**src/rtl/lcsr_pkg.sv**
```systemverilog
// lcsr_pkg: shared types and constants of the load-cell serial reader
// no dependencies; used by the channel interfaces, the divider and the top level

package lcsr_pkg;

  // field widths fixed by the item formats
  localparam int unsigned CMD_W     = 2;
  localparam int unsigned SCALE_W   = 24;
  localparam int unsigned TMO_W     = 16;
  localparam int unsigned WEIGHT_W  = 25;
  localparam int unsigned BIT_IDX_W = 5;
  localparam int unsigned CFG_IDX_W = 2;
  localparam int unsigned CFG_DAT_W = 24;

  // command codes
  localparam logic [CMD_W-1:0] CMD_TICK  = 2'd0;
  localparam logic [CMD_W-1:0] CMD_WEIGH = 2'd1;
  localparam logic [CMD_W-1:0] CMD_TARE  = 2'd2;

  // configuration register indexes
  localparam logic [CFG_IDX_W-1:0] CFG_SCALE   = 2'd0;
  localparam logic [CFG_IDX_W-1:0] CFG_TIMEOUT = 2'd1;

  // register reset values
  localparam logic [SCALE_W-1:0] SCALE_RESET   = 24'd102400;
  localparam logic [TMO_W-1:0]   TIMEOUT_RESET = 16'd2000;

  // result kinds
  localparam logic KIND_WEIGHT = 1'b0;
  localparam logic KIND_TARE   = 1'b1;

  // largest weight magnitude
  localparam logic [SCALE_W-1:0] WEIGHT_MAX = 24'hFFFFFF;

  // read sequence phase, one-hot
  typedef enum logic [4:0] {
    PH_IDLE = 5'b00001,
    PH_WAIT = 5'b00010,
    PH_LOW  = 5'b00100,
    PH_HIGH = 5'b01000,
    PH_DONE = 5'b10000
  } phase_e;

  // divider status toward the top level
  typedef struct packed {
    logic busy;
    logic done;
  } div_stat_t;

endpackage

```
**src/rtl/lcsr_if.sv**
```systemverilog
// lcsr_if: valid/ready channel interfaces for input items, result items and config writes
// depends on lcsr_pkg for field widths

interface lcsr_in_if import lcsr_pkg::*; ();
  logic             valid;
  logic             ready;
  logic [CMD_W-1:0] command;
  logic             data_pin;

  modport source (output valid, command, data_pin, input ready);
  modport sink   (input valid, command, data_pin, output ready);
endinterface

interface lcsr_out_if import lcsr_pkg::*; ();
  logic                       valid;
  logic                       ready;
  logic                       clock_pin;
  logic                       result_valid;
  logic                       result_kind;
  logic signed [WEIGHT_W-1:0] weight;
  logic                       timed_out;
  logic                       busy_res;

  modport source (output valid, clock_pin, result_valid, result_kind, weight, timed_out,
                  busy_res, input ready);
  modport sink   (input valid, clock_pin, result_valid, result_kind, weight, timed_out,
                  busy_res, output ready);
endinterface

interface lcsr_cfg_if import lcsr_pkg::*; ();
  logic                 valid;
  logic                 ready;
  logic [CFG_IDX_W-1:0] index;
  logic [CFG_DAT_W-1:0] data;

  modport source (output valid, index, data, input ready);
  modport sink   (input valid, index, data, output ready);
endinterface

```
**src/rtl/lcsr_div.sv**
```systemverilog
// lcsr_div: bit-serial restoring divider, one quotient bit per cycle, saturating result
// depends on lcsr_pkg for widths and the weight limit

module lcsr_div import lcsr_pkg::*; #(
  parameter int unsigned DVD_W = 32
) (
  input  logic               clk_i,
  input  logic               rst_ni,
  input  logic               start_i,
  input  logic [DVD_W-1:0]   dividend_i,
  input  logic [SCALE_W-1:0] divisor_i,
  output div_stat_t          stat_o,
  output logic [SCALE_W-1:0] quotient_o
);

  localparam int unsigned CNT_W = $clog2(DVD_W + 1);
  localparam logic [CNT_W-1:0] CNT_LOAD = CNT_W'(DVD_W);

  logic [CNT_W-1:0]   cnt_q, cnt_d;
  logic               done_q, done_d;
  logic [SCALE_W:0]   rem_q, rem_d;
  logic [DVD_W-1:0]   quo_q, quo_d;
  logic [SCALE_W:0]   rem_sh;
  logic               ge;

  // one restoring step: shift in next dividend bit, trial subtract
  always_comb begin
    rem_sh = {rem_q[SCALE_W-1:0], quo_q[DVD_W-1]};
    ge     = rem_sh >= {1'b0, divisor_i};
    cnt_d  = cnt_q;
    done_d = 1'b0;
    rem_d  = rem_q;
    quo_d  = quo_q;
    if (start_i) begin
      cnt_d = CNT_LOAD;
      rem_d = '0;
      quo_d = dividend_i;
    end else if (cnt_q != '0) begin
      cnt_d  = cnt_q - 1'b1;
      done_d = (cnt_q == CNT_W'(1));
      rem_d  = ge ? (rem_sh - {1'b0, divisor_i}) : rem_sh;
      quo_d  = {quo_q[DVD_W-2:0], ge};
    end
  end

  // control state
  always_ff @(posedge clk_i or negedge rst_ni) begin
    if (!rst_ni) begin
      cnt_q  <= '0;
      done_q <= 1'b0;
    end else begin
      cnt_q  <= cnt_d;
      done_q <= done_d;
    end
  end

  // datapath
  always_ff @(posedge clk_i) begin
    rem_q <= rem_d;
    quo_q <= quo_d;
  end

  // saturate quotients beyond the weight range
  assign quotient_o  = (|quo_q[DVD_W-1:SCALE_W]) ? WEIGHT_MAX : quo_q[SCALE_W-1:0];
  assign stat_o.busy = (cnt_q != '0);
  assign stat_o.done = done_q;

endmodule

```
**src/rtl/load_cell_serial_reader_tare_scale_core.sv**
```systemverilog
// load_cell_serial_reader_tare_scale_core: one timebase tick per input item, one result item each.
// Most items give their result in the cycle after acceptance; one item per cycle when drained.
// The finishing tick of a weigh read that differs from the tare runs the bit-serial divider:
// SAMPLE_BITS+8 quotient bits (at least 25), one per cycle, before its result is released.
// No item is taken while a division is running; config is always ready.
// Reset: idle phase, tare 0, scale 102400 (400.0 in Q.8), timeout 2000 ticks, no result pending.

module load_cell_serial_reader_tare_scale_core import lcsr_pkg::*; #(
  parameter int unsigned SAMPLE_BITS = 24
) (
  input  logic       clk_i,
  input  logic       rst_ni,
  lcsr_in_if.sink    in_if,
  lcsr_out_if.source out_if,
  lcsr_cfg_if.sink   cfg_if
);

  localparam int unsigned DVD_W =
    (SAMPLE_BITS + 8 > WEIGHT_W) ? SAMPLE_BITS + 8 : WEIGHT_W;
  localparam logic [BIT_IDX_W:0] BIT_LIMIT = (BIT_IDX_W + 1)'(SAMPLE_BITS);
  localparam logic [SAMPLE_BITS-1:0] MSB_FLIP = {1'b1, {(SAMPLE_BITS - 1){1'b0}}};

  // configuration registers
  logic [SCALE_W-1:0] scale_q;
  logic [TMO_W-1:0]   timeout_q;

  // read sequence state
  phase_e                 phase_q, phase_d;
  logic [BIT_IDX_W-1:0]   bit_q, bit_d;
  logic [SAMPLE_BITS-1:0] shift_q, shift_d;
  logic [TMO_W-1:0]       wait_q, wait_d;
  logic [SAMPLE_BITS-1:0] tare_q, tare_d;
  logic                   is_tare_q, is_tare_d;
  logic                   tmo_seen_q, tmo_seen_d;

  // result register
  logic                       out_valid_q, out_valid_d;
  logic                       clk_pin_q, clk_pin_d;
  logic                       res_valid_q, res_valid_d;
  logic                       kind_q, kind_d;
  logic signed [WEIGHT_W-1:0] weight_q, weight_d;
  logic                       tmo_out_q, tmo_out_d;
  logic                       busy_q, busy_d;

  // division bookkeeping
  logic                   div_pend_q, div_pend_d;
  logic                   neg_q, neg_d;
  logic                   div_start;
  div_stat_t              div_stat;
  logic [SCALE_W-1:0]     div_quo;
  logic [SAMPLE_BITS-1:0] word;
  logic                   word_neg;
  logic [SAMPLE_BITS-1:0] mag;
  logic [DVD_W-1:0]       dividend;

  logic in_acc;
  logic out_take;

  assign in_if.ready  = !div_pend_q && (!out_valid_q || out_if.ready);
  assign cfg_if.ready = 1'b1;
  assign in_acc       = in_if.valid && in_if.ready;
  assign out_take     = out_valid_q && out_if.ready;

  // finished word and its distance from the tare
  assign word     = shift_q ^ MSB_FLIP;
  assign word_neg = word < tare_q;
  assign mag      = word_neg ? (tare_q - word) : (word - tare_q);
  assign dividend = DVD_W'({mag, 8'h00});

  // tick sequencer and result loading
  always_comb begin
    phase_d     = phase_q;
    bit_d       = bit_q;
    shift_d     = shift_q;
    wait_d      = wait_q;
    tare_d      = tare_q;
    is_tare_d   = is_tare_q;
    tmo_seen_d  = tmo_seen_q;
    out_valid_d = out_valid_q;
    clk_pin_d   = clk_pin_q;
    res_valid_d = res_valid_q;
    kind_d      = kind_q;
    weight_d    = weight_q;
    tmo_out_d   = tmo_out_q;
    busy_d      = busy_q;
    div_pend_d  = div_pend_q;
    neg_d       = neg_q;
    div_start   = 1'b0;

    if (out_take) begin
      out_valid_d = 1'b0;
    end

    if (in_acc) begin
      clk_pin_d   = 1'b0;
      res_valid_d = 1'b0;
      kind_d      = KIND_WEIGHT;
      weight_d    = '0;
      tmo_out_d   = 1'b0;
      unique case (phase_q)
        PH_IDLE: begin
          if (in_if.command == CMD_WEIGH || in_if.command == CMD_TARE) begin
            is_tare_d  = (in_if.command == CMD_TARE);
            shift_d    = '0;
            bit_d      = '0;
            wait_d     = '0;
            tmo_seen_d = 1'b0;
            phase_d    = PH_WAIT;
          end
        end
        PH_WAIT: begin
          if (!in_if.data_pin) begin
            clk_pin_d = 1'b1;
            phase_d   = PH_LOW;
          end else begin
            wait_d = wait_q + 1'b1;
            if (wait_d >= timeout_q) begin
              tmo_seen_d = 1'b1;
              clk_pin_d  = 1'b1;
              phase_d    = PH_LOW;
            end
          end
        end
        PH_LOW: begin
          shift_d = {shift_q[SAMPLE_BITS-2:0], in_if.data_pin};
          bit_d   = bit_q + 1'b1;
          phase_d = PH_HIGH;
        end
        PH_HIGH: begin
          clk_pin_d = 1'b1;
          phase_d   = (({1'b0, bit_q} >= BIT_LIMIT) || (bit_q == '0)) ? PH_DONE : PH_LOW;
        end
        PH_DONE: begin
          shift_d     = word;
          res_valid_d = 1'b1;
          tmo_out_d   = tmo_seen_q;
          if (is_tare_q) begin
            tare_d = word;
            kind_d = KIND_TARE;
          end else if (mag != '0) begin
            div_start = 1'b1;
            neg_d     = word_neg;
          end
          phase_d = PH_IDLE;
        end
        default: phase_d = PH_IDLE;
      endcase
      busy_d      = (phase_d != PH_IDLE);
      out_valid_d = !div_start;
      div_pend_d  = div_start;
    end

    // quotient arrives: sign it and release the result
    if (div_stat.done) begin
      weight_d    = neg_q ? -$signed({1'b0, div_quo}) : $signed({1'b0, div_quo});
      out_valid_d = 1'b1;
      div_pend_d  = 1'b0;
    end
  end

  // control state and configuration
  always_ff @(posedge clk_i or negedge rst_ni) begin
    if (!rst_ni) begin
      scale_q     <= SCALE_RESET;
      timeout_q   <= TIMEOUT_RESET;
      phase_q     <= PH_IDLE;
      bit_q       <= '0;
      shift_q     <= '0;
      wait_q      <= '0;
      tare_q      <= '0;
      is_tare_q   <= 1'b0;
      tmo_seen_q  <= 1'b0;
      out_valid_q <= 1'b0;
      div_pend_q  <= 1'b0;
    end else begin
      if (cfg_if.valid) begin
        unique case (cfg_if.index)
          CFG_SCALE:   scale_q   <= cfg_if.data[SCALE_W-1:0];
          CFG_TIMEOUT: timeout_q <= cfg_if.data[TMO_W-1:0];
          default: ;
        endcase
      end
      phase_q     <= phase_d;
      bit_q       <= bit_d;
      shift_q     <= shift_d;
      wait_q      <= wait_d;
      tare_q      <= tare_d;
      is_tare_q   <= is_tare_d;
      tmo_seen_q  <= tmo_seen_d;
      out_valid_q <= out_valid_d;
      div_pend_q  <= div_pend_d;
    end
  end

  // result payload
  always_ff @(posedge clk_i) begin
    clk_pin_q   <= clk_pin_d;
    res_valid_q <= res_valid_d;
    kind_q      <= kind_d;
    weight_q    <= weight_d;
    tmo_out_q   <= tmo_out_d;
    busy_q      <= busy_d;
    neg_q       <= neg_d;
  end

  // serial divider for the scaled weight
  lcsr_div #(
    .DVD_W (DVD_W)
  ) u_div (
    .clk_i      (clk_i),
    .rst_ni     (rst_ni),
    .start_i    (div_start),
    .dividend_i (dividend),
    .divisor_i  (scale_q),
    .stat_o     (div_stat),
    .quotient_o (div_quo)
  );

  assign out_if.valid        = out_valid_q;
  assign out_if.clock_pin    = clk_pin_q;
  assign out_if.result_valid = res_valid_q;
  assign out_if.result_kind  = kind_q;
  assign out_if.weight       = weight_q;
  assign out_if.timed_out    = tmo_out_q;
  assign out_if.busy_res     = busy_q;

  // divider only starts when idle
  assert property (@(posedge clk_i) disable iff (!rst_ni)
    div_start |-> !div_stat.busy && !div_pend_q)
    else $error("divider started while busy");

  // no result shown and no input taken while a division is pending
  assert property (@(posedge clk_i) disable iff (!rst_ni)
    div_pend_q |-> !out_if.valid && !in_if.ready)
    else $error("result or input open during division");

  // a finished division releases its result next cycle
  assert property (@(posedge clk_i) disable iff (!rst_ni)
    div_stat.done |=> out_if.valid && !div_pend_q)
    else $error("quotient not released");

  // divider runs only for a pending weigh result
  assert property (@(posedge clk_i) disable iff (!rst_ni)
    div_stat.busy |-> div_pend_q)
    else $error("divider busy without pending result");

endmodule
```
**src/flat_wrapper.sv**
```systemverilog
// flat-port wrapper written by rule: the top's interface ports become plain ports
module load_cell_serial_reader_tare_scale_core_flat import lcsr_pkg::*;
#(
  parameter int unsigned SAMPLE_BITS = 24
)
  (clk_i, rst_ni, in_if_valid, in_if_command, in_if_data_pin, in_if_ready, out_if_valid, out_if_clock_pin, out_if_result_valid, out_if_result_kind, out_if_weight, out_if_timed_out, out_if_busy_res, out_if_ready, cfg_if_valid, cfg_if_index, cfg_if_data, cfg_if_ready);
  lcsr_in_if in_if_i ();
  lcsr_out_if out_if_i ();
  lcsr_cfg_if cfg_if_i ();
  input  logic clk_i;
  input  logic rst_ni;
  input wire logic [$bits(in_if_i.valid)-1:0] in_if_valid;
  input wire logic [$bits(in_if_i.command)-1:0] in_if_command;
  input wire logic [$bits(in_if_i.data_pin)-1:0] in_if_data_pin;
  output wire logic [$bits(in_if_i.ready)-1:0] in_if_ready;
  output wire logic [$bits(out_if_i.valid)-1:0] out_if_valid;
  output wire logic [$bits(out_if_i.clock_pin)-1:0] out_if_clock_pin;
  output wire logic [$bits(out_if_i.result_valid)-1:0] out_if_result_valid;
  output wire logic [$bits(out_if_i.result_kind)-1:0] out_if_result_kind;
  output wire logic [$bits(out_if_i.weight)-1:0] out_if_weight;
  output wire logic [$bits(out_if_i.timed_out)-1:0] out_if_timed_out;
  output wire logic [$bits(out_if_i.busy_res)-1:0] out_if_busy_res;
  input wire logic [$bits(out_if_i.ready)-1:0] out_if_ready;
  input wire logic [$bits(cfg_if_i.valid)-1:0] cfg_if_valid;
  input wire logic [$bits(cfg_if_i.index)-1:0] cfg_if_index;
  input wire logic [$bits(cfg_if_i.data)-1:0] cfg_if_data;
  output wire logic [$bits(cfg_if_i.ready)-1:0] cfg_if_ready;
  assign in_if_i.valid = in_if_valid;
  assign in_if_i.command = in_if_command;
  assign in_if_i.data_pin = in_if_data_pin;
  assign in_if_ready = in_if_i.ready;
  assign out_if_valid = out_if_i.valid;
  assign out_if_clock_pin = out_if_i.clock_pin;
  assign out_if_result_valid = out_if_i.result_valid;
  assign out_if_result_kind = out_if_i.result_kind;
  assign out_if_weight = out_if_i.weight;
  assign out_if_timed_out = out_if_i.timed_out;
  assign out_if_busy_res = out_if_i.busy_res;
  assign out_if_i.ready = out_if_ready;
  assign cfg_if_i.valid = cfg_if_valid;
  assign cfg_if_i.index = cfg_if_index;
  assign cfg_if_i.data = cfg_if_data;
  assign cfg_if_ready = cfg_if_i.ready;
  load_cell_serial_reader_tare_scale_core #(.SAMPLE_BITS(SAMPLE_BITS)) u_core (.clk_i(clk_i), .rst_ni(rst_ni), .in_if(in_if_i), .out_if(out_if_i), .cfg_if(cfg_if_i));
endmodule
```
**config.mk**
```make
export PLATFORM = sky130hd
export DESIGN_NAME = load_cell_serial_reader_tare_scale_core_flat
export DESIGN_NICKNAME = d
export VERILOG_FILES = /design/src/rtl/lcsr_pkg.sv /design/src/rtl/lcsr_if.sv /design/src/rtl/lcsr_div.sv /design/src/rtl/load_cell_serial_reader_tare_scale_core.sv /design/src/flat_wrapper.sv
export SDC_FILE = /design/constraint.sdc
export NUM_CORES = 1
export LEC_CHECK = 0
export BUFFER_PORTS_ARGS = -buffer_cell sky130_fd_sc_hd__buf_4
export CORE_MARGIN = 2
export CORE_UTILIZATION = 35
export DETAILED_ROUTE_END_ITERATION = 7
export GPL_ROUTABILITY_DRIVEN = 0
export PLACE_DENSITY = 0.62
export SETUP_SLACK_MARGIN = 0.3
export SKIP_LAST_GASP = 1
export SLEW_MARGIN = 40
export SYNTH_ARGS = -nofsm -noshare
export SYNTH_HDL_FRONTEND = slang
export SYNTH_SLANG_ARGS = --single-unit
```
**constraint.sdc**
```tcl
create_clock -name clk_i -period 3.85 [get_ports clk_i]
set_input_delay 0 -clock clk_i [delete_from_list [all_inputs] [get_ports clk_i]]
set_output_delay 0 -clock clk_i [all_outputs]
set_load 0.03 [all_outputs]
```
Word-level counts from Yosys, hierarchy flattened
Index checks and enable logic that the tools add are counted.
{ "totals": {"register_bits": 212, "output_inout_bits": 33, "in_bits": 34} }
{ "classes": {"n_mux": 44, "addsub": 7, "n_bitwise": 3, "n_eq_ne": 13, "n_reduce_logical": 30, "n_lt_le_gt_ge": 4} }
{ "op_table": {"columns": ["cell", "n"], "rows": [
  ["2-to-1 mux 24 bit", 4],
  ["2-to-1 mux 25 bit", 3],
  ["case mux 24 bit (3 select lines)", 1],
  ["subtractor 24 bit", 3],
  ["2-to-1 mux 32 bit", 2],
  ["2-to-1 mux 16 bit", 2],
  ["case mux 16 bit (2 select lines)", 1],
  ["2-to-1 mux 5 bit", 6],
  ["greater-or-equal comparator 25 x 24 -> 1 bit", 1],
  ["negator 24 -> 25 bit", 1],
  ["less-than comparator 24 bit", 1],
  ["nonzero test 24 bit", 1],
  ["case mux 5 bit (4 select lines)", 1],
  ["2-to-1 mux 1 bit", 19],
  ["adder 16 x 1 -> 16 bit (second input constant)", 1],
  ["greater-or-equal comparator 16 bit", 1],
  ["2-to-1 mux 6 bit", 2],
  ["AND reduction 3 bit", 4],
  ["AND reduction 4 bit", 3],
  ["case mux 5 bit (2 select lines)", 1],
  ["nonzero test 2 bit", 4],
  ["OR reduction 8 bit", 1],
  ["== test 6 x 1 -> 1 bit (second input constant)", 1],
  ["nonzero test 3 bit", 2],
  ["23 further kinds", 35]
]} }

Depth between registers and ports, before layout
Gate-level depths: netlist of run 1.
{ "depth": {"word_depth": 11, "depth_mapped": 19, "ltp_nobuf": 15} }

Hierarchy
From an unflattened synthesis of run 1, not the netlist that was laid out.
{ "unflattened": {"hier_cells": 1530, "hier_area_um2": 14209.9} }
{ "modules_own_cells": {"columns": ["mod", "seq_area_each_um2", "area_each_um2", "cells_each", "n_inst"], "rows": [
  ["load_cell_serial_reader_tare_scale_core", 3896.2, 9880.7, 1076, 1],
  ["lcsr_div", 1616.6, 4329.2, 454, 1]
]} }

Worst setup path before layout of run 1
Ideal clock, no wire load.
{ "synth_timing": {"path_kind": "reg2reg", "from": "register u_core.shift_q[0]", "to": "register u_core.u_div.quo_q[10], enable pin", "t_arrival_ns": 3.751, "n_path_buf": 2, "setup_ns": 0.430, "setup_slack_ns": -0.331, "path_stages_with_launch": 18, "cell_sequence": "dfrtp_1 inv_1 ha_1 fa_1 nor2b_1 o31a_1 o211ai_4 a21o_1 buf_6 nand2_2 inv_2 o41a_1 xnor2_1 or3_1 nor3_1 a21oi_2 buf_6 nand2b_1"} }
{ "synth_via": {"elab_chain_cells": 9} }
{ "synth_lines": {"columns": ["item", "line", "text"], "rows": [
  ["from (decl)", "load_cell_serial_reader_tare_scale_core.sv:30", "logic [SAMPLE_BITS-1:0] shift_q, shift_d;"],
  ["from (signal assigned)", "load_cell_serial_reader_tare_scale_core.sv:185", "shift_q <= shift_d;"],
  ["subtractor 24 bit / less-than comparator 24 bit (equally long branches)", "load_cell_serial_reader_tare_scale_core.sv:67, load_cell_serial_reader_tare_scale_core.sv:66", null],
  ["2-to-1 mux 24 bit (*)", "load_cell_serial_reader_tare_scale_core.sv:67", "assign mag = word_neg ? (tare_q - word) : (word - tare_q);"],
  ["nonzero test 24 bit (*)", "load_cell_serial_reader_tare_scale_core.sv:140", "end else if (mag != '0) begin"],
  ["2-to-1 mux 1 bit (*)", "load_cell_serial_reader_tare_scale_core.sv:140", null],
  ["2-to-1 mux 1 bit (*)", "load_cell_serial_reader_tare_scale_core.sv:137", "if (is_tare_q) begin"],
  ["2-to-1 mux 1 bit (*)", "load_cell_serial_reader_tare_scale_core.sv:100", "unique case (phase_q)"],
  ["2-to-1 mux 1 bit (*) (2 in series)", "load_cell_serial_reader_tare_scale_core.sv:94", "if (in_acc) begin"],
  ["nonzero test 2 bit (no source line) (*)", null, null],
  ["to (signal assigned)", "lcsr_div.sv:60", "quo_q <= quo_d;"],
  ["to (decl)", "lcsr_div.sv:22", "logic [DVD_W-1:0] quo_q, quo_d;"]
]} }
Every way passes the cells marked *; elsewhere a longest branch is shown, timed or not. The select of a mux whose other input is x is not followed.
A chain may end at the register's enable or synchronous reset.

Worst setup path in the final report of run 1
{ "layout_timing": {"from": "register u_core.tare_q[0]", "to": "register u_core.u_div.done_q"} }
{ "layout_via": {"elab_chain_cells": 9} }
{ "layout_lines": {"columns": ["item", "line", "text"], "rows": [
  ["from (decl)", "load_cell_serial_reader_tare_scale_core.sv:32", "logic [SAMPLE_BITS-1:0] tare_q, tare_d;"],
  ["from (signal assigned)", "load_cell_serial_reader_tare_scale_core.sv:187", "tare_q <= tare_d;"],
  ["subtractor 24 bit / less-than comparator 24 bit (equally long branches)", "load_cell_serial_reader_tare_scale_core.sv:67, load_cell_serial_reader_tare_scale_core.sv:66", null],
  ["2-to-1 mux 24 bit (*)", "load_cell_serial_reader_tare_scale_core.sv:67", null],
  ["nonzero test 24 bit (*)", "load_cell_serial_reader_tare_scale_core.sv:140", null],
  ["2-to-1 mux 1 bit (*)", "load_cell_serial_reader_tare_scale_core.sv:140", null],
  ["2-to-1 mux 1 bit (*)", "load_cell_serial_reader_tare_scale_core.sv:137", null],
  ["2-to-1 mux 1 bit (*)", "load_cell_serial_reader_tare_scale_core.sv:100", null],
  ["2-to-1 mux 1 bit (*) (2 in series)", "load_cell_serial_reader_tare_scale_core.sv:94", null],
  ["2-to-1 mux 1 bit (*)", "lcsr_div.sv:34", "if (start_i) begin"],
  ["net u_core.u_div.done_d", "lcsr_div.sv:20", "logic done_q, done_d;"],
  ["to (signal assigned)", "lcsr_div.sv:53", "done_q <= done_d;"],
  ["to (decl)", "lcsr_div.sv:20", null]
]} }
The timed path passes the listed nets; every way through them passes the cells marked *. The select of a mux whose other input is x is not followed.

==> run_results.csv, run 1 <==
group,metric,value,unit
grt,grt_pass1_wl,57.9,mm
route,routed_wl,34.9,mm
timing,fin_crit,3.75,ns
setup_path,timing.critical_path.buf_inv,3,
timing,finalSetupTns,0,ns
timing,worstMarginPinSlew,0.828,ns
setup_path,path_cells,"ha_4, fa_2, nor2b_2, o31a_1, o211ai_4, a21o_1, nand2_4, inv_8, o41a_1, xnor2_2, or3_4, nor3_4, a21oi_4, buf_6, buf_16, nor4b_4",
layout,final_util,42.9,%
power_and_ir_drop,peakVddDrop,0.361,mV
timing,finalSetupViolCount,0,
route,drc,0,
layout,n_antenna_cell,0,
logic_synthesis,ys_ff_latch,212,
grt,grt_pass1_vias,11231,
outcome,outcome,"finished, final reports clean",
die,ios,67,
logic_synthesis,ys_async_sr_fraction,59.0,%
layout,fin_area,16500,µm²
setup_path,path_max_fanout,10,
die,fp-row-count,72,
die,die_area,40600,µm²
cts,cts_tree,"yes",
die,core_area,38600,µm²
cts,clock_path_buffers,3,
cts,root_buffer,"clkbuf_16",
die,fp.dieH,201,µm
cts,cts_buffers,23,
setup_path,cp-end-kind,"flop",
cts,insertion_delay,0.53,ns
setup_path,slowest_delay,0.42,ns
timing,rsz0062_at_grt,"yes",
setup_path,worstPathArrival,4.18,ns
logic_synthesis,ys_types,84,
placement,dpl_cell_area,14900,µm²
route,drtAntennaViolNets,0,
route,via_count,11642,
layout,layout.cells.non_filler,2214,
cts,htreeDepth,1,
min_path,hold_class,"input port to async pin",
timing,hold_violations,0,
die,start_util,35.4,%
timing,whs,0.0350,ns
setup_path,startpoint_type,"flop",
placement,dp_hpwl,24.6,mm
placement,port-buffer-count,65,
placement,place_ws,-0.0647,ns
route,via_per_inst,5.26,
die,fp.dieW,201,µm
timing,clock.fmax,267,MHz
cts,cts_num_sinks,212,
setup_path,crit_type,"flop to flop",
route,drtIter0Drc,790,
logic_synthesis,synth_edf_count,55,
setup_path,cpMaxStageDelayCell,"dfrtp_1",
timing,fin_skew,0.0185,ns
setup_path,crit_family,"compound AO/OA/AOI/OAI gates",
layout,drive_above_1_share,17.4,%
job,maxCapViolCount,0,
setup_path,crit_required,4.28,ns
grt,groute.usage.overall,16.9,%
timing,fin_crit_sh,97.5,%
route,wl_per_cell,15.8,µm
grt,grt_max_degree,72,
layout,fill_cells,3799,
power_and_ir_drop,p_total,12.3,mW
logic_synthesis,yosys_warnings,0,
layout,synthToLayoutAreaGrowth,21.1,%
logic_synthesis,synthFlopType,"dfrtp_1",
logic_synthesis,synth_nets,1687,
route,firstDrtPassIters,7,
timing,slew_headroom,44.8,%
logic_synthesis,syn-mean-instance-area,8.77,µm²
logic_synthesis,synth_area,13600,µm²
timing,fin_ws,0.0978,ns
power_and_ir_drop,p_leak,7.28,nW
timing,drv_slew,0,
cts,path_clk_slew,0.07,ns
logic_synthesis,seq_area_frac_synth,39.8,%
grt,gr-total-overflow,0,
placement,dp_cells,2112,
logic_synthesis,synthCells,1556,
layout,nets,1810,
power_and_ir_drop,p_per_area,742,nW/µm²
grt,antenna_found_initial,0,
[registers in the layout (all words and copies together) (netlist names), 6 cells and up]
name / count
u_core.u_div.rem_q: 24
u_core.out_if.weight: 25
u_core.u_div.cnt_q: 6
u_core.scale_q: 24
u_core.tare_q: 24
u_core.wait_q: 16
u_core.shift_q: 24
u_core.u_div.quo_q: 32
u_core.timeout_q: 16
[layout make-up]
class | instances | area [µm²] | area share [%]
sequential | 212 | 5430 | 32.9
timing repair buffer | 175 | 1490 | 9.00
multi-input combinational | 1154 | 7800 | 47.2
clock inverter | 9 | 55.1 | 0.333
clock buffer | 33 | 674 | 4.08
inverter | 113 | 432 | 2.61
tap | 518 | 648 | 3.92
[path summary, 6_finish.rpt]
path | start | cells past startpoint | to | slack [ns]
worst min register to register | u_core.u_div.rem_q[23] | 2 | u_core.u_div.rem_q[23] | 0.48
min in group clk_i | cfg_if_index[0] | 5 | u_core.scale_q[16] | 0.05
worst min-delay path | rst_ni | 2 | u_core.scale_q[17] | 0.04
worst max-delay path | u_core.tare_q[0] | 16 | u_core.u_div.done_q | 0.1
worst max register to register | u_core.tare_q[0] | 16 | u_core.u_div.done_q | 0.1
max in group asynchronous | rst_ni | 3 | u_core.shift_q[6] | 2.86
[repair_timing]
item	4_1_cts	5_1_grt
cloned	4	0
setup endpoints to repair	91	98
resized for setup	45	30
pin swaps	4	5
hold endpoints to repair	115	0
buffers inserted	22	5
hold buffers	29	0
[cells in the mapped netlist (all sizes together), types with 12 or more instances]
master	count	area, µm²
o21ai	158	791
and3	14	87.6
mux2	20	225
ha	94	1180
nor3	42	210
xnor2	31	272
nor2	117	439
xor2	35	307
inv	112	420
edfxtp	55	1650
dfxtp	32	641
a211oi	31	258
o31ai	12	104
nand2b	18	113
nand2	179	677
a21oi	90	454
a21o	34	255
clkbuf	51	193
dfrtp	115	2880
nor2b	15	93.8
o21a	20	150
o22ai	13	81.3
buf	28	188
and2	25	156
a31oi	15	93.8
nand3	47	235
[power breakdown]
part           internal [mW]  switching (mW)  total (mW)
registers               3.16           0.647        3.80
logic                   2.76            3.53        6.29
clock network           1.22           0.937        2.16
total                   7.14            5.12        12.3
[layer usage]
metal,track usage [%],wire length [µm]
met1,22.8,16300
met2,29.2,16800
met3,1.83,1280
met4,3.39,483
met5,0,0
[cell usage in the layout (no fill, tap or decap), types with 9 or more instances in the layout]
master           n
nor2_1         117
dfrtp_1        115
and3_1          14
a211oi_1        22
xor2_1          34
inv_1          110
o2111ai_1        9
a21oi_1         82
a31oi_1         14
nor2b_1         14
nand4_1         11
o21ai_0        149
edfxtp_1        55
dlygate4sd3_1   29
nand3_1         47
nand2b_1        17
nand2_1        175
o211ai_1         9
buf_4          137
o22ai_1         13
dfstp_2         10
mux2_2          20
ha_1            89
o21a_1          20
a21o_1          34
clkbuf_16       24
nor3_1          33
o31ai_1         10
dfxtp_1         32
and2_1          25
xnor2_1         27
[cells by family (layout without fill, tap and decap cells)]
logic type               Yosys count  count (layout)  share of synthesized area [%]
adder cells (fa/ha/maj)           97              97                           9.06
multiplexers                      29              29                           2.31
other                              1               1                         0.0275
AO/OA/AOI/OAI                    445             445                           20.9
flip-flops                       212             212                           39.8
XOR/XNOR                          66              66                           4.24
AND/OR/NAND/NOR                  514             516                           17.7
buffers and inverters            192             330                           5.89
Power figures use the tool's default switching activity.
==> run 2: changes to the inputs <==
PLACE_DENSITY = 0.6   (was 0.62)
clock period = 4.5 ns   (was 3.85 ns; I/O delays follow)
==> run_results.csv, run 2 (synthesis gave the netlist of run 1 again) <==
group,metric,value,unit
cts,cts_buffers,25,
layout,synthToLayoutAreaGrowth,15.7,%
setup_path,crit_family,"compound AO/OA/AOI/OAI gates",
layout,most-common-layout-cells,"176 x nand2_1, 155 x o21ai_0, 117 x nor2_1",
timing,rsz0062_at_grt,"no",
layout,register_area,5430,µm²
die,fp-row-count,72,
grt,grt_pass1_wl,56.0,mm
grt,grt_max_degree,59,
layout,nets,1756,
timing,finalSetupTns,0,ns
setup_path,slowest_delay,0.53,ns
grt,grt_use_met1,22.6,%
grt,grt_pass1_vias,11004,
timing,slew_headroom,45.7,%
job,maxCapViolCount,0,
min_path,hold_class,"input port to async pin",
power_and_ir_drop,p_per_area,637,nW/µm²
power_and_ir_drop,peakVddDrop,0.328,mV
setup_path,path_max_fanout,24,
timing,whs,0.00888,ns
timing,finalSetupViolCount,0,
placement,dp_hpwl,24.0,mm
layout,fill_cells,3860,
placement,port-buffer-count,65,
route,via_per_inst,5.27,
setup_path,crit_type,"flop to flop",
cts,cts_num_sinks,212,
layout,mostFrequentLayoutCell,"nand2_1",
power_and_ir_drop,p_leak,6.97,nW
setup_path,startpoint_type,"flop",
die,die_area,40600,µm²
grt,grt.busiest_layer,"met2",
setup_path,crit_required,4.80,ns
outcome,outcome,"finished, final reports clean",
die,fp.dieW,201,µm
die,start_util,35.4,%
cts,insertion_delay,0.55,ns
setup_path,r2r_slack,0.44,ns
timing,worstMarginPinSlew,0.812,ns
route,via_count,11409,
route,routed_wl,33.7,mm
grt,grt_util_met2,26.6,%
setup_path,timing.critical_path.buf_inv,2,
setup_path,ff2ff_path_depth,14,
setup_path,r2r_start,"u_core.tare_q[11]",
grt,antenna_found_initial,1,
die,fp.dieH,201,µm
timing,drv_slew,0,
route,wl_per_cell,15.6,µm
layout,drive_above_1_share,11.7,%
setup_path,crit_top_cell,"o21ai_0",
layout,largest_register,"u_core.u_div.quo_q",
setup_path,rr_endpoint,"u_core.u_div.quo_q[27]",
timing,hold_violations,0,
layout,multiInputGateArea,7450,µm²
cts,clock_path_buffers,3,
route,drtIter0Drc,839,
route,firstDrtPassIters,5,
cts,cts_tree,"yes",
die,core_area,38600,µm²
setup_path,cp-end-kind,"flop",
timing,fin_crit,4.06,ns
route,drc,0,
setup_path,cpMaxStageDelayCell,"a221oi_1",
timing,fin_skew,0.0101,ns
timing,fin_crit_sh,90.2,%
cts,path_clk_slew,0.06,ns
grt,grt_util_met3,2.04,%
cts,root_buffer,"clkbuf_16",
grt,groute.usage.overall,16.4,%
cts,htreeDepth,1,
die,ios,67,
timing,clock.fmax,246,MHz
route,drtAntennaViolNets,0,
setup_path,worstPathArrival,4.36,ns
layout,largest_register_ffs,32,
grt,gr-total-overflow,0,
setup_path,path_cells,"inv_1, ha_1, a21oi_1, o21ai_0, a221oi_1, o21ai_0, o32ai_1, xor2_1, nand3_1, nor4_1, and4b_1, a21oi_4, nand2b_1, buf_6",
run 2: cell types whose count changed in the layout (fill, tap and decap cells not counted), sizes merged:
| cell | before | now |
|---|---|---|
| nand2b | 20 | 18 |
| inv | 114 | 115 |
| clkbuf | 33 | 34 |
| diode | 0 | 1 |
| buf | 145 | 92 |
| bufinv | 0 | 2 |
| bufbuf | 1 | 0 |
run 2: power breakdown:
| part | switching (mW) | total, mW | internal [mW] |
|---|---|---|---|
| Combinational | 2.81 | 4.75 | 1.94 |
| Sequential | 0.533 | 3.23 | 2.70 |
| Clock | 0.834 | 2.07 | 1.24 |
run 2: layer usage:
metal,vias up,part of all wire (%)
met3,72,4.8
met2,286,46
met5,-,0
met4,0,3.0
met1,5408,47
li1,5643,-
run 2: cell type report:
cell class	instances	area share (%)
flip-flops and latches	212	34.4
inverters	113	2.69
multi-input cells	1152	47.2
clock buffers	34	4.55
clock inverters	12	0.800
repair buffers	121	6.28
diodes	1	0.0158
well taps	518	4.10
run 2: stage by stage:
| step | power, mW | setup WS, ns | std cells | cell area [µm²] | util, % |
|---|---|---|---|---|---|
| after global placement | 7.87 | 0.395 | 2086 | 14600 | 37.9 |
| after global routing | 10.9 | 0.290 | 2163 | 15800 | 41.0 |
| final | 10.1 | 0.441 | 2163 | 15800 | 41.0 |
| after floorplan | 6.71 | 0.319 | 1556 | 13600 | - |
| after CTS | 10.1 | 0.400 | 2161 | 15800 | 40.9 |
| after detailed placement | 7.93 | 0.421 | 2086 | 14600 | 37.9 |
run 2: worst max path at each step:
stage                                  end  depth (start not counted)         startpoint  slack, ns
finish              u_core.u_div.quo_q[27]                         14  u_core.tare_q[11]       0.44
global route        u_core.u_div.quo_q[29]                         14   u_core.tare_q[7]       0.29
CTS                    u_core.u_div.done_q                         16  u_core.shift_q[0]       0.40
detailed placement     u_core.u_div.done_q                         16  u_core.shift_q[0]       0.42
global placement       u_core.u_div.done_q                         14  u_core.tare_q[11]       0.40
floorplan           u_core.u_div.quo_q[10]                         17  u_core.shift_q[0]       0.32
run 2: worst register-to-register path, cell delays in order (launching register included):
cell and delay, ns:
dfrtp_1 0.35, inv_1 0.07, ha_1 0.43, a21oi_1 0.30, o21ai_0 0.19, a221oi_1 0.53
o21ai_0 0.20, o32ai_1 0.31, xor2_1 0.33, nand3_1 0.13, nor4_1 0.22, and4b_1 0.29
a21oi_4 0.08, nand2b_1 0.17, buf_6 0.22
run 2: timing repair:
item                                    CTS  global route
setup buffers                             0             1
gates resized for setup                   0             5
endpoints found under the setup margin    0            81
endpoints found under the hold margin   106             0
hold buffers                             29             0
==> run 3: changes to the inputs <==
CELL_PAD_IN_SITES_DETAIL_PLACEMENT = 1   (was unset)
CELL_PAD_IN_SITES_GLOBAL_PLACEMENT = 1   (was unset)
CORE_ASPECT_RATIO = 0.8   (was unset)
CTS_CLUSTER_SIZE = 10   (was unset)
PLACE_DENSITY = 0.72   (was 0.6)
==> run_results.csv, run 3 (synthesis gave the netlist of run 1 again) <==
group,metric,value,unit
layout,mostFrequentLayoutCell,"nand2_1",
layout,largest_register,"u_core.u_div.quo_q",
timing,finalSetupViolCount,0,
setup_path,path_max_fanout,33,
layout,layout.cells.non_filler,2154,
layout,synthToLayoutAreaGrowth,16.7,%
placement,place_ws,0.239,ns
layout,largest_register_ffs,32,
setup_path,crit_family,"compound AO/OA/AOI/OAI gates",
layout,nets,1768,
cts,cts_tree,"yes",
timing,fin_crit_sh,89.8,%
timing,fin_skew,0.0103,ns
setup_path,cpMaxStageDelayCell,"ha_1",
grt,groute.usage.overall,19.1,%
grt,grt_pass1_vias,12151,
setup_path,timing.critical_path.buf_inv,3,
cts,path_clk_slew,0.06,ns
timing,clock.fmax,247,MHz
die,fp.dieW,225,µm
die,fp.dieH,181,µm
setup_path,crit_required,4.95,ns
cts,root_buffer,"clkbuf_16",
layout,most-common-layout-cells,"176 x nand2_1, 153 x o21ai_0, 115 x nor2_1, 115 x dfrtp_1, 111 x inv_1",
route,drtIter0Drc,622,
die,core_area,38400,µm²
outcome,outcome,"finished, final reports clean",
min_path,hold_class,"input port to async pin",
setup_path,rr_endpoint,"u_core.u_div.done_q",
power_and_ir_drop,p_leak,7.00,nW
setup_path,cp-end-kind,"flop",
cts,cts_num_sinks,212,
setup_path,crit_top_cell,"nand2_2",
grt,grt_pass1_wl,64.0,mm
cts,insertion_delay,0.55,ns
timing,worstMarginPinSlew,0.808,ns
timing,fin_crit,4.04,ns
timing,hold_violations,0,
setup_path,critPathCapture,"u_core.u_div.done_q",
route,firstDrtPassIters,5,
route,via_count,11739,
die,ios,67,
grt,grt_max_degree,90,
timing,rsz0062_at_grt,"no",
die,fp-row-count,64,
setup_path,r2r_slack,0.46,ns
timing,whs,0.0424,ns
cts,cts_buffers,26,
power_and_ir_drop,peakVddDrop,0.256,mV
timing,fin_ws,0.459,ns
cts,htreeDepth,1,
placement,dp_cells,2067,
route,routed_wl,39.1,mm
route,wl_per_cell,18.1,µm
route,drc,0,
setup_path,slowest_delay,0.50,ns
timing,drv_slew,0,
setup_path,crit_path_start,"u_core.shift_q[10]",
power_and_ir_drop,p_per_area,647,nW/µm²
setup_path,ff2ff_path_depth,15,
timing,slew_headroom,46.0,%
placement,dp_hpwl,27.8,mm
die,die_area,40600,µm²
setup_path,crit_type,"flop to flop",
cts,clock_path_buffers,3,
power_and_ir_drop,p_total,10.3,mW
setup_path,r2r_start,"u_core.shift_q[10]",
setup_path,cp.depth,15,
grt,antenna_found_initial,2,
job,maxCapViolCount,0,
route,via_per_inst,5.45,
setup_path,path_cells,"ha_1, nand2_2, o21a_1, o211a_2, a21o_4, nand2_2, inv_2, o41a_1, xnor2_1, or3_1, nor3_2, a21oi_4, buf_12, clkbuf_16, nor4b_2",
setup_path,startpoint_type,"flop",
setup_path,worstPathArrival,4.49,ns
route,drtAntennaViolNets,0,
die,start_util,35.6,%
layout,drive_above_1_share,12.8,%
timing,finalSetupTns,0,ns
grt,gr-total-overflow,0,
placement,port-buffer-count,65,
==> run 3: cell count changes in the layout (fill, tap and decap cells not counted), moves of 3 or more <==
cell and delta:
clkbuf_1 +14, buf_12 +3, buf_6 -3, clkbuf_16 +4, clkbuf_8 -4, inv_6 -3, buf_4 +9, a21oi_2 +7
a21oi_1 -7
==> run 3: through the flow <==
step                      instance area, µm²  utilization [%]
after floorplan                        13600                -
after global placement                 14600             38.2
after detailed placement               14700             38.2
after CTS                              15700             41.1
after global routing                   15900             41.5
final                                  15900             41.5
==> run 3: final cells by class <==
type	count	area [µm²]
fillers	4456	22400
clock inverters	1	5.00
multi-input cells	1152	7520
well taps	495	619
inverters	113	424
clock buffers	47	792
diodes	2	5.00
flip-flops and latches	212	5430
repair buffers	132	1130
==> run 3: worst register-to-register path: stages (launching register included) <==
cell and delay [ns]:
dfrtp_1 0.41, ha_1 0.50, nand2_2 0.14, o21a_1 0.24, o211a_2 0.33, a21o_4 0.27, nand2_2 0.10, inv_2 0.05
o41a_1 0.42, xnor2_1 0.15, or3_1 0.37, nor3_2 0.19, a21oi_4 0.12, buf_12 0.15, clkbuf_16 0.20, nor4b_2 0.28
==> run 3: how the worst min path moves through the flow <==
| stage | from | endpoint | slack (ns) |
|---|---|---|---|
| 2_1_floorplan | rst_ni | u_core.bit_q[0] | -0.30 |
| 3_3_place_gp | rst_ni | u_core.tare_q[8] | 0.15 |
| 3_5_place_dp | rst_ni | u_core.shift_q[9] | 0.07 |
| 4_1_cts | cfg_if_index[1] | u_core.scale_q[16] | 0.007 |
| 5_1_grt | cfg_if_index[1] | u_core.scale_q[5] | 0.08 |
| 6_report | rst_ni | u_core.tare_q[7] | 0.04 |
==> run 3: routing by layer <==
metal / vias to the layer above / share of wire [%] / track usage (%)
li1: 5648 / - / -
met4: 0 / 2.0 / 4.48
met2: 189 / 44 / 30.1
met1: 5845 / 50 / 27.4
met3: 57 / 3.8 / 2.82
met5: - / 0 / 0
==> run 3: report_power, final <==
part,internal (mW),switching [mW]
registers,2.70,0.560
clock network,1.18,0.835
logic,2.01,3.01
==> run 3: what timing repair did <==
action / in CTS / in global routing
cloned: 0 / 1
resized for setup: 2 / 22
setup endpoints to repair: 26 / 79
endpoints found under the hold margin: 137 / 0
buffers inserted: 0 / 7
hold buffers: 29 / 0
pin swaps: 0 / 8
